--- config.mk ---
export PLATFORM = sky130hd
export DESIGN_NAME = ffba_seq_flat
export DESIGN_NICKNAME = d
export VERILOG_FILES = /design/src/design/ffba_pkg.sv /design/src/design/ffba_if.sv /design/src/design/ffba_seq.sv /design/src/flat_wrapper.sv
export SDC_FILE = /design/constraint.sdc
export NUM_CORES = 1
export LEC_CHECK = 0
export ABC_AREA = 1
export ABC_CLOCK_PERIOD_IN_PS = 7650
export BUFFER_PORTS_ARGS = -buffer_cell sky130_fd_sc_hd__buf_4
export CAP_MARGIN = 20
export CORE_MARGIN = 3
export CORE_UTILIZATION = 49
export CTS_BUF_LIST = sky130_fd_sc_hd__clkbuf_8
export CTS_CLUSTER_SIZE = 25
export DETAILED_ROUTE_END_ITERATION = 12
export PLACE_DENSITY = 0.7
export SYNTH_ARGS = -nofsm -noshare
export SYNTH_HDL_FRONTEND = slang
export SYNTH_SLANG_ARGS = --single-unit
--- constraint.sdc ---
create_clock -name clk -period 7.65 [get_ports clk]
set_clock_uncertainty 0.05 [all_clocks]
set_input_delay 1.53 -clock clk [delete_from_list [all_inputs] [get_ports clk]]
set_output_delay 1.53 -clock clk [all_outputs]
set_load 0.01 [all_outputs]
--- src/design/ffba_pkg.sv ---
// Package for the first-fit block allocator.
// Holds command codes, sequencer states and shared widths; no dependencies.
`timescale 1ns / 1ps
package ffba_pkg;

	localparam int UNITS_DEF   = 1024;
	localparam int FIELD_W     = 11;
	localparam int VALUE_W     = 16;
	localparam int CMD_W       = 2;
	localparam logic [FIELD_W-1:0] UNITS_IN_USE_RST = 11'd1024;

	typedef enum logic [CMD_W-1:0] {
		CMD_RESET = 2'd0,
		CMD_ALLOC = 2'd1,
		CMD_FREE  = 2'd2,
		CMD_GET   = 2'd3
	} cmd_t;

	typedef enum logic [2:0] {
		ST_CLEAR,
		ST_IDLE,
		ST_SCAN,
		ST_FREE_RD,
		ST_FREE_OWN,
		ST_FREE_END,
		ST_WRITE,
		ST_REPLY
	} state_t;

endpackage

--- src/design/ffba_if.sv ---
// Channel interfaces of the first-fit block allocator: request, response, config.
// Depends on ffba_pkg for the payload widths.
`timescale 1ns / 1ps
interface ffba_req_if;
	logic                        valid;
	logic                        ready;
	logic [ffba_pkg::CMD_W-1:0]  command;
	logic [ffba_pkg::VALUE_W-1:0] value;
	modport source (output valid, command, value, input ready);
	modport sink   (input valid, command, value, output ready);
endinterface

interface ffba_rsp_if;
	logic                         valid;
	logic                         ready;
	logic                         status;
	logic [ffba_pkg::FIELD_W-1:0] block_first;
	logic [ffba_pkg::FIELD_W-1:0] block_last;
	modport source (output valid, status, block_first, block_last, input ready);
	modport sink   (input valid, status, block_first, block_last, output ready);
endinterface


--- src/design/ffba_seq.sv ---
// Command sequencer with the shared scan/compare unit and the response register.
// Depends on ffba_pkg and ffba_if; drives the map memories of ffba_map through its ports.
`timescale 1ns / 1ps
module ffba_seq #(
	parameter int UNITS = 1024,
	parameter int AW    = 11,
	parameter int IW    = 10,
	parameter int CW    = 12,
	parameter int MW    = 16
) (
	input  logic           clk,
	input  logic           arst_n,
	input  logic [AW-1:0]  n_units,
	ffba_req_if.sink       req,
	ffba_rsp_if.source     rsp,
	output logic           own_we,
	output logic [IW-1:0]  own_wa,
	output logic [AW-1:0]  own_wd,
	output logic           own_re,
	output logic [IW-1:0]  own_ra,
	input  logic [AW-1:0]  own_rd,
	output logic           end_we,
	output logic [IW-1:0]  end_wa,
	output logic [AW-1:0]  end_wd,
	output logic [IW-1:0]  end_ra,
	input  logic [AW-1:0]  end_rd
);

	ffba_pkg::state_t state_q, state_d;

	ffba_pkg::cmd_t cmd_q;
	logic [ffba_pkg::VALUE_W-1:0] val_q;
	logic [AW-1:0] count_q;
	logic [CW-1:0] rd_u_q;
	logic [AW-1:0] chk_u_s1;
	logic          valid_s1;
	logic [AW-1:0] run_q;
	logic [AW-1:0] seen_q;
	logic [IW-1:0] clr_q;
	logic          clr_rsp_q;
	logic [AW-1:0] wr_ptr_q;
	logic [AW-1:0] wr_last_q;
	logic [AW-1:0] wr_val_q;
	logic          st_q;
	logic [AW-1:0] first_q;
	logic [AW-1:0] last_q;
	logic          rsp_valid_q;

	logic          accept;
	logic          val_bad;
	logic          issue;
	logic [AW-1:0] run_nx;
	logic [AW-1:0] seen_nx;
	logic          own_match;
	logic          hit;
	logic          miss;
	logic          clr_done;
	logic          wr_done;
	logic          rsp_load;

	assign accept   = (state_q == ffba_pkg::ST_IDLE) && req.valid;
	assign req.ready = (state_q == ffba_pkg::ST_IDLE);

	// Range check of the incoming value: zero or above the active unit or block count.
	always_comb begin
		val_bad = 1'b0;
		unique case (ffba_pkg::cmd_t'(req.command))
			ffba_pkg::CMD_ALLOC, ffba_pkg::CMD_FREE: begin
				val_bad = (req.value == '0) || (MW'(req.value) > MW'(n_units));
			end
			ffba_pkg::CMD_GET: begin
				val_bad = (req.value == '0) || (MW'(req.value) > MW'(count_q));
			end
			default: begin
				val_bad = 1'b0;
			end
		endcase
	end

	// Shared scan unit: one unit of the map is read per cycle and judged from the registered read data.
	assign issue     = (state_q == ffba_pkg::ST_SCAN) && (MW'(rd_u_q) <= MW'(n_units));
	assign run_nx    = (own_rd == '0) ? run_q + AW'(1) : '0;
	assign own_match = (own_rd == chk_u_s1);
	assign seen_nx   = seen_q + AW'(own_match);
	assign hit = (state_q == ffba_pkg::ST_SCAN) && valid_s1 &&
		((cmd_q == ffba_pkg::CMD_ALLOC) ? (run_nx == AW'(val_q))
		                                : (own_match && seen_nx == AW'(val_q)));
	assign miss     = (state_q == ffba_pkg::ST_SCAN) && !valid_s1 && !issue;
	assign clr_done = (clr_q == IW'(UNITS - 1));
	assign wr_done  = (wr_ptr_q == wr_last_q);
	assign rsp_load = (state_q == ffba_pkg::ST_REPLY) && (!rsp_valid_q || rsp.ready);

	always_comb begin
		state_d = state_q;
		unique case (state_q)
			ffba_pkg::ST_CLEAR: begin
				if (clr_done) begin
					state_d = clr_rsp_q ? ffba_pkg::ST_REPLY : ffba_pkg::ST_IDLE;
				end
			end
			ffba_pkg::ST_IDLE: begin
				if (accept) begin
					unique case (ffba_pkg::cmd_t'(req.command))
						ffba_pkg::CMD_RESET: state_d = ffba_pkg::ST_CLEAR;
						ffba_pkg::CMD_FREE: begin
							state_d = val_bad ? ffba_pkg::ST_REPLY : ffba_pkg::ST_FREE_RD;
						end
						default: begin
							state_d = val_bad ? ffba_pkg::ST_REPLY : ffba_pkg::ST_SCAN;
						end
					endcase
				end
			end
			ffba_pkg::ST_SCAN: begin
				if (hit) begin
					state_d = (cmd_q == ffba_pkg::CMD_ALLOC) ? ffba_pkg::ST_WRITE
					                                         : ffba_pkg::ST_REPLY;
				end else if (miss) begin
					state_d = ffba_pkg::ST_REPLY;
				end
			end
			ffba_pkg::ST_FREE_RD:  state_d = ffba_pkg::ST_FREE_OWN;
			ffba_pkg::ST_FREE_OWN: begin
				state_d = (own_rd == '0) ? ffba_pkg::ST_REPLY : ffba_pkg::ST_FREE_END;
			end
			ffba_pkg::ST_FREE_END: state_d = ffba_pkg::ST_WRITE;
			ffba_pkg::ST_WRITE: begin
				if (wr_done) begin
					state_d = ffba_pkg::ST_REPLY;
				end
			end
			ffba_pkg::ST_REPLY: begin
				if (rsp_load) begin
					state_d = ffba_pkg::ST_IDLE;
				end
			end
			default: state_d = ffba_pkg::ST_IDLE;
		endcase
	end

	always_ff @(posedge clk or negedge arst_n) begin
		if (!arst_n) begin
			state_q <= ffba_pkg::ST_CLEAR;
		end else begin
			state_q <= state_d;
		end
	end

	// Memory port steering.
	always_comb begin
		own_re = 1'b0;
		own_ra = IW'(rd_u_q - CW'(1));
		if (state_q == ffba_pkg::ST_SCAN) begin
			own_re = issue;
		end else if (state_q == ffba_pkg::ST_FREE_RD) begin
			own_re = 1'b1;
			own_ra = IW'(val_q - ffba_pkg::VALUE_W'(1));
		end
		own_we = (state_q == ffba_pkg::ST_CLEAR) || (state_q == ffba_pkg::ST_WRITE);
		own_wa = (state_q == ffba_pkg::ST_CLEAR) ? clr_q : IW'(wr_ptr_q - AW'(1));
		own_wd = (state_q == ffba_pkg::ST_CLEAR) ? '0 : wr_val_q;
		end_we = hit && (cmd_q == ffba_pkg::CMD_ALLOC);
		end_wa = IW'(chk_u_s1 - AW'(val_q));
		end_wd = chk_u_s1;
		end_ra = IW'(own_rd - AW'(1));
	end

	always_ff @(posedge clk or negedge arst_n) begin
		if (!arst_n) begin
			clr_q       <= '0;
			clr_rsp_q   <= 1'b0;
			count_q     <= '0;
			valid_s1    <= 1'b0;
			rsp_valid_q <= 1'b0;
		end else begin
			valid_s1 <= issue;
			if (state_q == ffba_pkg::ST_CLEAR) begin
				clr_q <= clr_done ? '0 : clr_q + IW'(1);
				if (clr_done) begin
					count_q <= '0;
				end
			end
			if (accept) begin
				clr_rsp_q <= (ffba_pkg::cmd_t'(req.command) == ffba_pkg::CMD_RESET);
			end
			if (state_q == ffba_pkg::ST_WRITE && wr_done) begin
				if (cmd_q == ffba_pkg::CMD_ALLOC) begin
					count_q <= count_q + AW'(1);
				end else if (count_q != '0) begin
					count_q <= count_q - AW'(1);
				end
			end
			if (rsp_load) begin
				rsp_valid_q <= 1'b1;
			end else if (rsp.ready) begin
				rsp_valid_q <= 1'b0;
			end
		end
	end

	// Working registers of the current command and the reply fields.
	always_ff @(posedge clk) begin
		if (issue) begin
			rd_u_q <= rd_u_q + CW'(1);
		end
		chk_u_s1 <= AW'(rd_u_q);
		if (state_q == ffba_pkg::ST_SCAN && valid_s1) begin
			run_q  <= run_nx;
			seen_q <= seen_nx;
		end
		unique case (state_q)
			ffba_pkg::ST_IDLE: begin
				cmd_q   <= ffba_pkg::cmd_t'(req.command);
				val_q   <= req.value;
				rd_u_q  <= CW'(1);
				run_q   <= '0;
				seen_q  <= '0;
				st_q    <= val_bad;
				first_q <= '0;
				last_q  <= '0;
			end
			ffba_pkg::ST_CLEAR: begin
				st_q    <= 1'b0;
				first_q <= '0;
				last_q  <= '0;
			end
			ffba_pkg::ST_SCAN: begin
				if (hit) begin
					first_q   <= (cmd_q == ffba_pkg::CMD_ALLOC)
						? chk_u_s1 - AW'(val_q) + AW'(1) : chk_u_s1;
					wr_ptr_q  <= chk_u_s1 - AW'(val_q) + AW'(1);
					wr_last_q <= chk_u_s1;
					wr_val_q  <= chk_u_s1 - AW'(val_q) + AW'(1);
				end else if (miss) begin
					st_q <= 1'b1;
				end
			end
			ffba_pkg::ST_FREE_OWN: begin
				first_q <= own_rd;
				st_q    <= (own_rd == '0);
			end
			ffba_pkg::ST_FREE_END: begin
				// A live block always covers first..last, so the whole range is released.
				last_q    <= end_rd;
				wr_ptr_q  <= first_q;
				wr_last_q <= end_rd;
				wr_val_q  <= '0;
			end
			ffba_pkg::ST_WRITE: begin
				wr_ptr_q <= wr_ptr_q + AW'(1);
			end
			default: begin
			end
		endcase
	end

	logic                         rsp_st_q;
	logic [ffba_pkg::FIELD_W-1:0] rsp_first_q;
	logic [ffba_pkg::FIELD_W-1:0] rsp_last_q;

	always_ff @(posedge clk) begin
		if (rsp_load) begin
			rsp_st_q    <= st_q;
			rsp_first_q <= ffba_pkg::FIELD_W'(first_q);
			rsp_last_q  <= ffba_pkg::FIELD_W'(last_q);
		end
	end

	assign rsp.valid       = rsp_valid_q;
	assign rsp.status      = rsp_st_q;
	assign rsp.block_first = rsp_first_q;
	assign rsp.block_last  = rsp_last_q;

endmodule

--- src/flat_wrapper.sv ---
// flat-port wrapper written by rule: the top's interface ports become plain ports
module ffba_seq_flat 
#(
	parameter int UNITS = 1024,
	parameter int AW    = 11,
	parameter int IW    = 10,
	parameter int CW    = 12,
	parameter int MW    = 16
)
  (clk, arst_n, n_units, own_we, own_wa, own_wd, own_re, own_ra, own_rd, end_we, end_wa, end_wd, end_ra, end_rd, req_valid, req_command, req_value, req_ready, rsp_valid, rsp_status, rsp_block_first, rsp_block_last, rsp_ready);
  ffba_req_if req_i ();
  ffba_rsp_if rsp_i ();
  input  logic clk;
  input  logic arst_n;
  input  logic [AW-1:0] n_units;
  output logic own_we;
  output logic [IW-1:0] own_wa;
  output logic [AW-1:0] own_wd;
  output logic own_re;
  output logic [IW-1:0] own_ra;
  input  logic [AW-1:0] own_rd;
  output logic end_we;
  output logic [IW-1:0] end_wa;
  output logic [AW-1:0] end_wd;
  output logic [IW-1:0] end_ra;
  input  logic [AW-1:0] end_rd;
  input wire logic [$bits(req_i.valid)-1:0] req_valid;
  input wire logic [$bits(req_i.command)-1:0] req_command;
  input wire logic [$bits(req_i.value)-1:0] req_value;
  output wire logic [$bits(req_i.ready)-1:0] req_ready;
  output wire logic [$bits(rsp_i.valid)-1:0] rsp_valid;
  output wire logic [$bits(rsp_i.status)-1:0] rsp_status;
  output wire logic [$bits(rsp_i.block_first)-1:0] rsp_block_first;
  output wire logic [$bits(rsp_i.block_last)-1:0] rsp_block_last;
  input wire logic [$bits(rsp_i.ready)-1:0] rsp_ready;
  assign req_i.valid = req_valid;
  assign req_i.command = req_command;
  assign req_i.value = req_value;
  assign req_ready = req_i.ready;
  assign rsp_valid = rsp_i.valid;
  assign rsp_status = rsp_i.status;
  assign rsp_block_first = rsp_i.block_first;
  assign rsp_block_last = rsp_i.block_last;
  assign rsp_i.ready = rsp_ready;
  ffba_seq #(.UNITS(UNITS), .AW(AW), .IW(IW), .CW(CW), .MW(MW)) u_core (.clk(clk), .arst_n(arst_n), .n_units(n_units), .req(req_i), .rsp(rsp_i), .own_we(own_we), .own_wa(own_wa), .own_wd(own_wd), .own_re(own_re), .own_ra(own_ra), .own_rd(own_rd), .end_we(end_we), .end_wa(end_wa), .end_wd(end_wd), .end_ra(end_ra), .end_rd(end_rd));
endmodule
==> reports/results.env <==
POWER.DENSITY_CELL_AREA_mW_PER_MM2=330.7
DIE-AREA_MM2=0.02362
GRT_MAX_DEGREE=36
FLOW.AREA_GROWTH_FROM_SYNTHESIS_PCT=16.66
FIRST_GLOBAL_VIAS=9250
WORST-SLEW-PIN-TRANSITION_NS=1.005
TRITONCTS='built'
NUMPLACEDINSTANCES=1771
DRT.ANTENNA.VIOLATING_NETS=0
YOSYS.CELL_TYPES.COUNT=59
FINAL.HOLD.WORST_SLACK_NS=0.3762
HTREE_NUM_LEVELS=4
STD_CELL_ROWS=53
SYNTH.AREA.TOP_CELLS='sky130_fd_sc_hd__edfxtp_1, sky130_fd_sc_hd__nand2_1, sky130_fd_sc_hd__dfxtp_1'
GRT_SETUP_UNREPAIRED='false'
SYNTH_CELLS=1374
SLEW_VIOL_FINAL=0
FINISH.UTILIZATION_PCT=58.76
CLK-INSERTION-DELAY-LATE_NS=0.49
RUN_STATUS='complete, no violations'
GR-USAGE-ALL-LAYERS_PCT=26.53
SYNTH_ASYNC_SR_FLOP_SHARE_PCT=16.46
CLOCK_SINK_COUNT=164
FINALCRITICALPERIOD_NS=5.284
HOLD_PATH.CLASS='flop to flop'
FINAL_NUMBER_OF_HOLD_VIOLATING_ENDPOINTS=0
CLOCKROOTBUFFER='sky130_fd_sc_hd__clkbuf_8'
DOMINANTREGCELLSYNTH='sky130_fd_sc_hd__edfxtp_1'
STATIC-LEAKAGE-POWER_nW=5.570
POST_DRT_WL_PER_CELL_UM=17.56
CORE_AR_MM2=0.02122
PROPORTION_OF_NETLIST_AREA_HELD_BY_THE_LARGEST_AREA_CONTRIBUTOR_PCT=25.85
STDCELL_COUNT=1805
SYNTH_ENABLE_FLOP_CELLS=92
WORST_SLACK_AT_PLACEMENT_NS=2.215
CTS_RESIZED=0
FMAX_GHz=0.1892
GLOBAL_ROUTE.OVERFLOW_TOTAL=0
TIMING.MAX_SLEW.REL_SLACK_PCT=33.03
MOST_FLOPS_REGISTER='u_core.rd_u_q'
POSTSYNTHNETCOUNT=1486
START_UTIL_PCT=50.37
CRITICAL_PATH_START_END_CLASSIFICATION='input pin to output pin'
YOSYSWARNINGCOUNT=0
MULTIINPUTGATEAREA_MM2=0.005416
DRCVIOLATIONCOUNT=0
CTS_BUFFERS=17
MIN_PERIOD_OVER_PERIOD_PCT=69.07
TOTALWIRELENGTH_UM=31690
GRT_PASS1_WL_UM=49530
CTS.CLK_SLEW.WORST_PATHS_NS=0.10
CTS_HOLD_BUFFERS=0
CTSLONGESTPATHBUFFERS=2
IOPINCOUNT=145
REQUIRED_NS=6.07
POST_SYNTH_INSTANCE_AREA_MM2=0.01069
SYNTH-SEQ-CELLS=164
DIE_W_UM=153.7
ANTENNA_FOUND_INITIAL=2
FIN_WS_NS=2.366
SYNTH_SEQUENTIAL_AREA_RATIO_PCT=40.60
IR_WORST_VDD_mV=0.1391
PORT_BUFFERS=144
ROUTABILITYCONGESTION=0.9136
FIRSTDRTPASSITERS=7
FINAL.SETUP.TNS_NS=0
FINAL_NET_COUNT=1629
FINAL.FILL_COUNT=1979
TIMING.CRITICAL_PATH.FROM_TYPE='input pin'
LARGEST_REGISTER_FFS=12
LAYOUT.AREA.SEQ_MM2=0.004339
ENDPOINT_KIND='output pin'
N_ANTENNA_CELL=0
CAP_VIOLATIONS=0
VIA_DENSITY=5.484
WORST-ENDPOINT-ARRIVAL_NS=3.70
LAYOUT-DRIVE-GT1-SHARE_PCT=14.90
SETUP_VIOL_COUNT_FINAL=0
FP.DIEH_UM=153.7
CTS_SETUP_BUFFERS=0
VIA_COUNT=9898
DP_HPWL_UM=25030
CRIT_PATH_MAX_FANOUT=16
SYNTH.LARGEST_AREA_CELL='sky130_fd_sc_hd__edfxtp_1'
DRT-INITIAL-DRC-COUNT=769
POST_SYNTH.CELL_AREA_AVG_UM2=7.779
==> final cells by class <==
class	instances	share of cell area, %
Clock buffer	17	1.877
Clock inverter	15	1.284
Inverter	222	6.683
Multi-Input combinational cell	962	43.44
Sequential cell	164	34.80
Tap cell	275	2.760
Timing Repair Buffer	150	9.152
==> final timing paths <==
kind / slack, ns / depth (start not counted) / to / start
worst min-delay path: 0.38 / 0 / u_core.rsp.block_last[9] / u_core.last_q[9]
worst min register to register: 0.38 / 0 / u_core.rsp.block_last[9] / u_core.last_q[9]
max in group asynchronous: 6.37 / 1 / u_core.count_q[10] / arst_n
worst max register to register: 3.29 / 22 / u_core.wr_ptr_q[8] / u_core.end_wd[5]
min in group asynchronous: 0.90 / 1 / u_core.count_q[0] / arst_n
worst max-delay path: 2.37 / 16 / end_we / own_rd[0]
==> cell families after synthesis <==
group,Yosys count,share of synthesized area [%]
AOI/OAI and AO/OA,229,12.55
DFF,164,40.60
and+or+nand+nor,613,25.40
buffers and inverters,248,8.792
adders and majority gates,57,6.743
muxes,1,0.09366
xor gates and xnor gates,62,5.818
==> cells in the mapped netlist (all sizes together), types with 3 or more instances <==
library cell / number
o211ai: 9
nand2: 264
nand3: 87
nand4: 34
a31oi: 3
nor2: 165
edfxtp: 92
xnor2: 16
o21bai: 14
xor2: 46
dfxtp: 45
nor3: 44
ha: 56
clkbuf: 24
dfrtp: 27
clkinv: 4
o21ai: 95
a211oi: 5
or2: 3
o22ai: 7
a32oi: 9
a21oi: 76
inv: 218
nor4: 10
==> worst max-delay path: stages <==
cell and delay, ns:
sky130_fd_sc_hd__buf_4 0.12, sky130_fd_sc_hd__inv_1 0.11, sky130_fd_sc_hd__ha_1 0.20, sky130_fd_sc_hd__nand2_1 0.13
sky130_fd_sc_hd__nor2_4 0.18, sky130_fd_sc_hd__nand2_2 0.11, sky130_fd_sc_hd__nor2_4 0.33, sky130_fd_sc_hd__nand2_1 0.12
sky130_fd_sc_hd__nand2_1 0.08, sky130_fd_sc_hd__nand2_1 0.05, sky130_fd_sc_hd__nor2_1 0.09, sky130_fd_sc_hd__nand2_1 0.06
sky130_fd_sc_hd__nor2_1 0.15, sky130_fd_sc_hd__nand4_1 0.20, sky130_fd_sc_hd__inv_1 0.12, sky130_fd_sc_hd__buf_4 0.12
==> per-layer routing <==
metal	vias up	GRT usage (%)	share of wire, %
met4	4	9.630	3.6
met1	4550	34.26	42
met3	74	6.079	7.4
met5	-	0	0.095
met2	401	43.83	47
li1	4869	-	-
==> cell usage in the layout (no fill, tap or decap), drive strengths merged, types with 3 or more instances in the layout <==
cell type / instances
nand4: 34
edfxtp: 92
nand2: 264
o21bai: 14
a32oi: 9
o211ai: 9
nor3: 44
inv: 226
xnor2: 16
o22ai: 7
ha: 56
dfxtp: 45
clkbuf: 17
nor4: 10
nor2: 165
o21ai: 95
a211oi: 5
clkinvlp: 3
or2: 3
a21oi: 76
dfrtp: 27
nand3: 87
clkinv: 8
xor2: 46
buf: 150
a31oi: 3
==> power by group <==
part / internal (mW) / switching [mW]
clock network: 0.245 / 0.393
registers: 1.30 / 0.243
logic: 0.714 / 1.23
total: 2.26 / 1.86
==> metrics by stage <==
| step | power, mW | area, um2 |
|---|---|---|
| after floorplan | 2.696 | 10690 |
| after global placement | 3.448 | 12040 |
| after detailed placement | 3.478 | 12040 |
| after CTS | 4.112 | 12440 |
| after global routing | 4.407 | 12470 |
| final | 4.123 | 12470 |
Note: power is estimated with default switching activity, not from simulation.
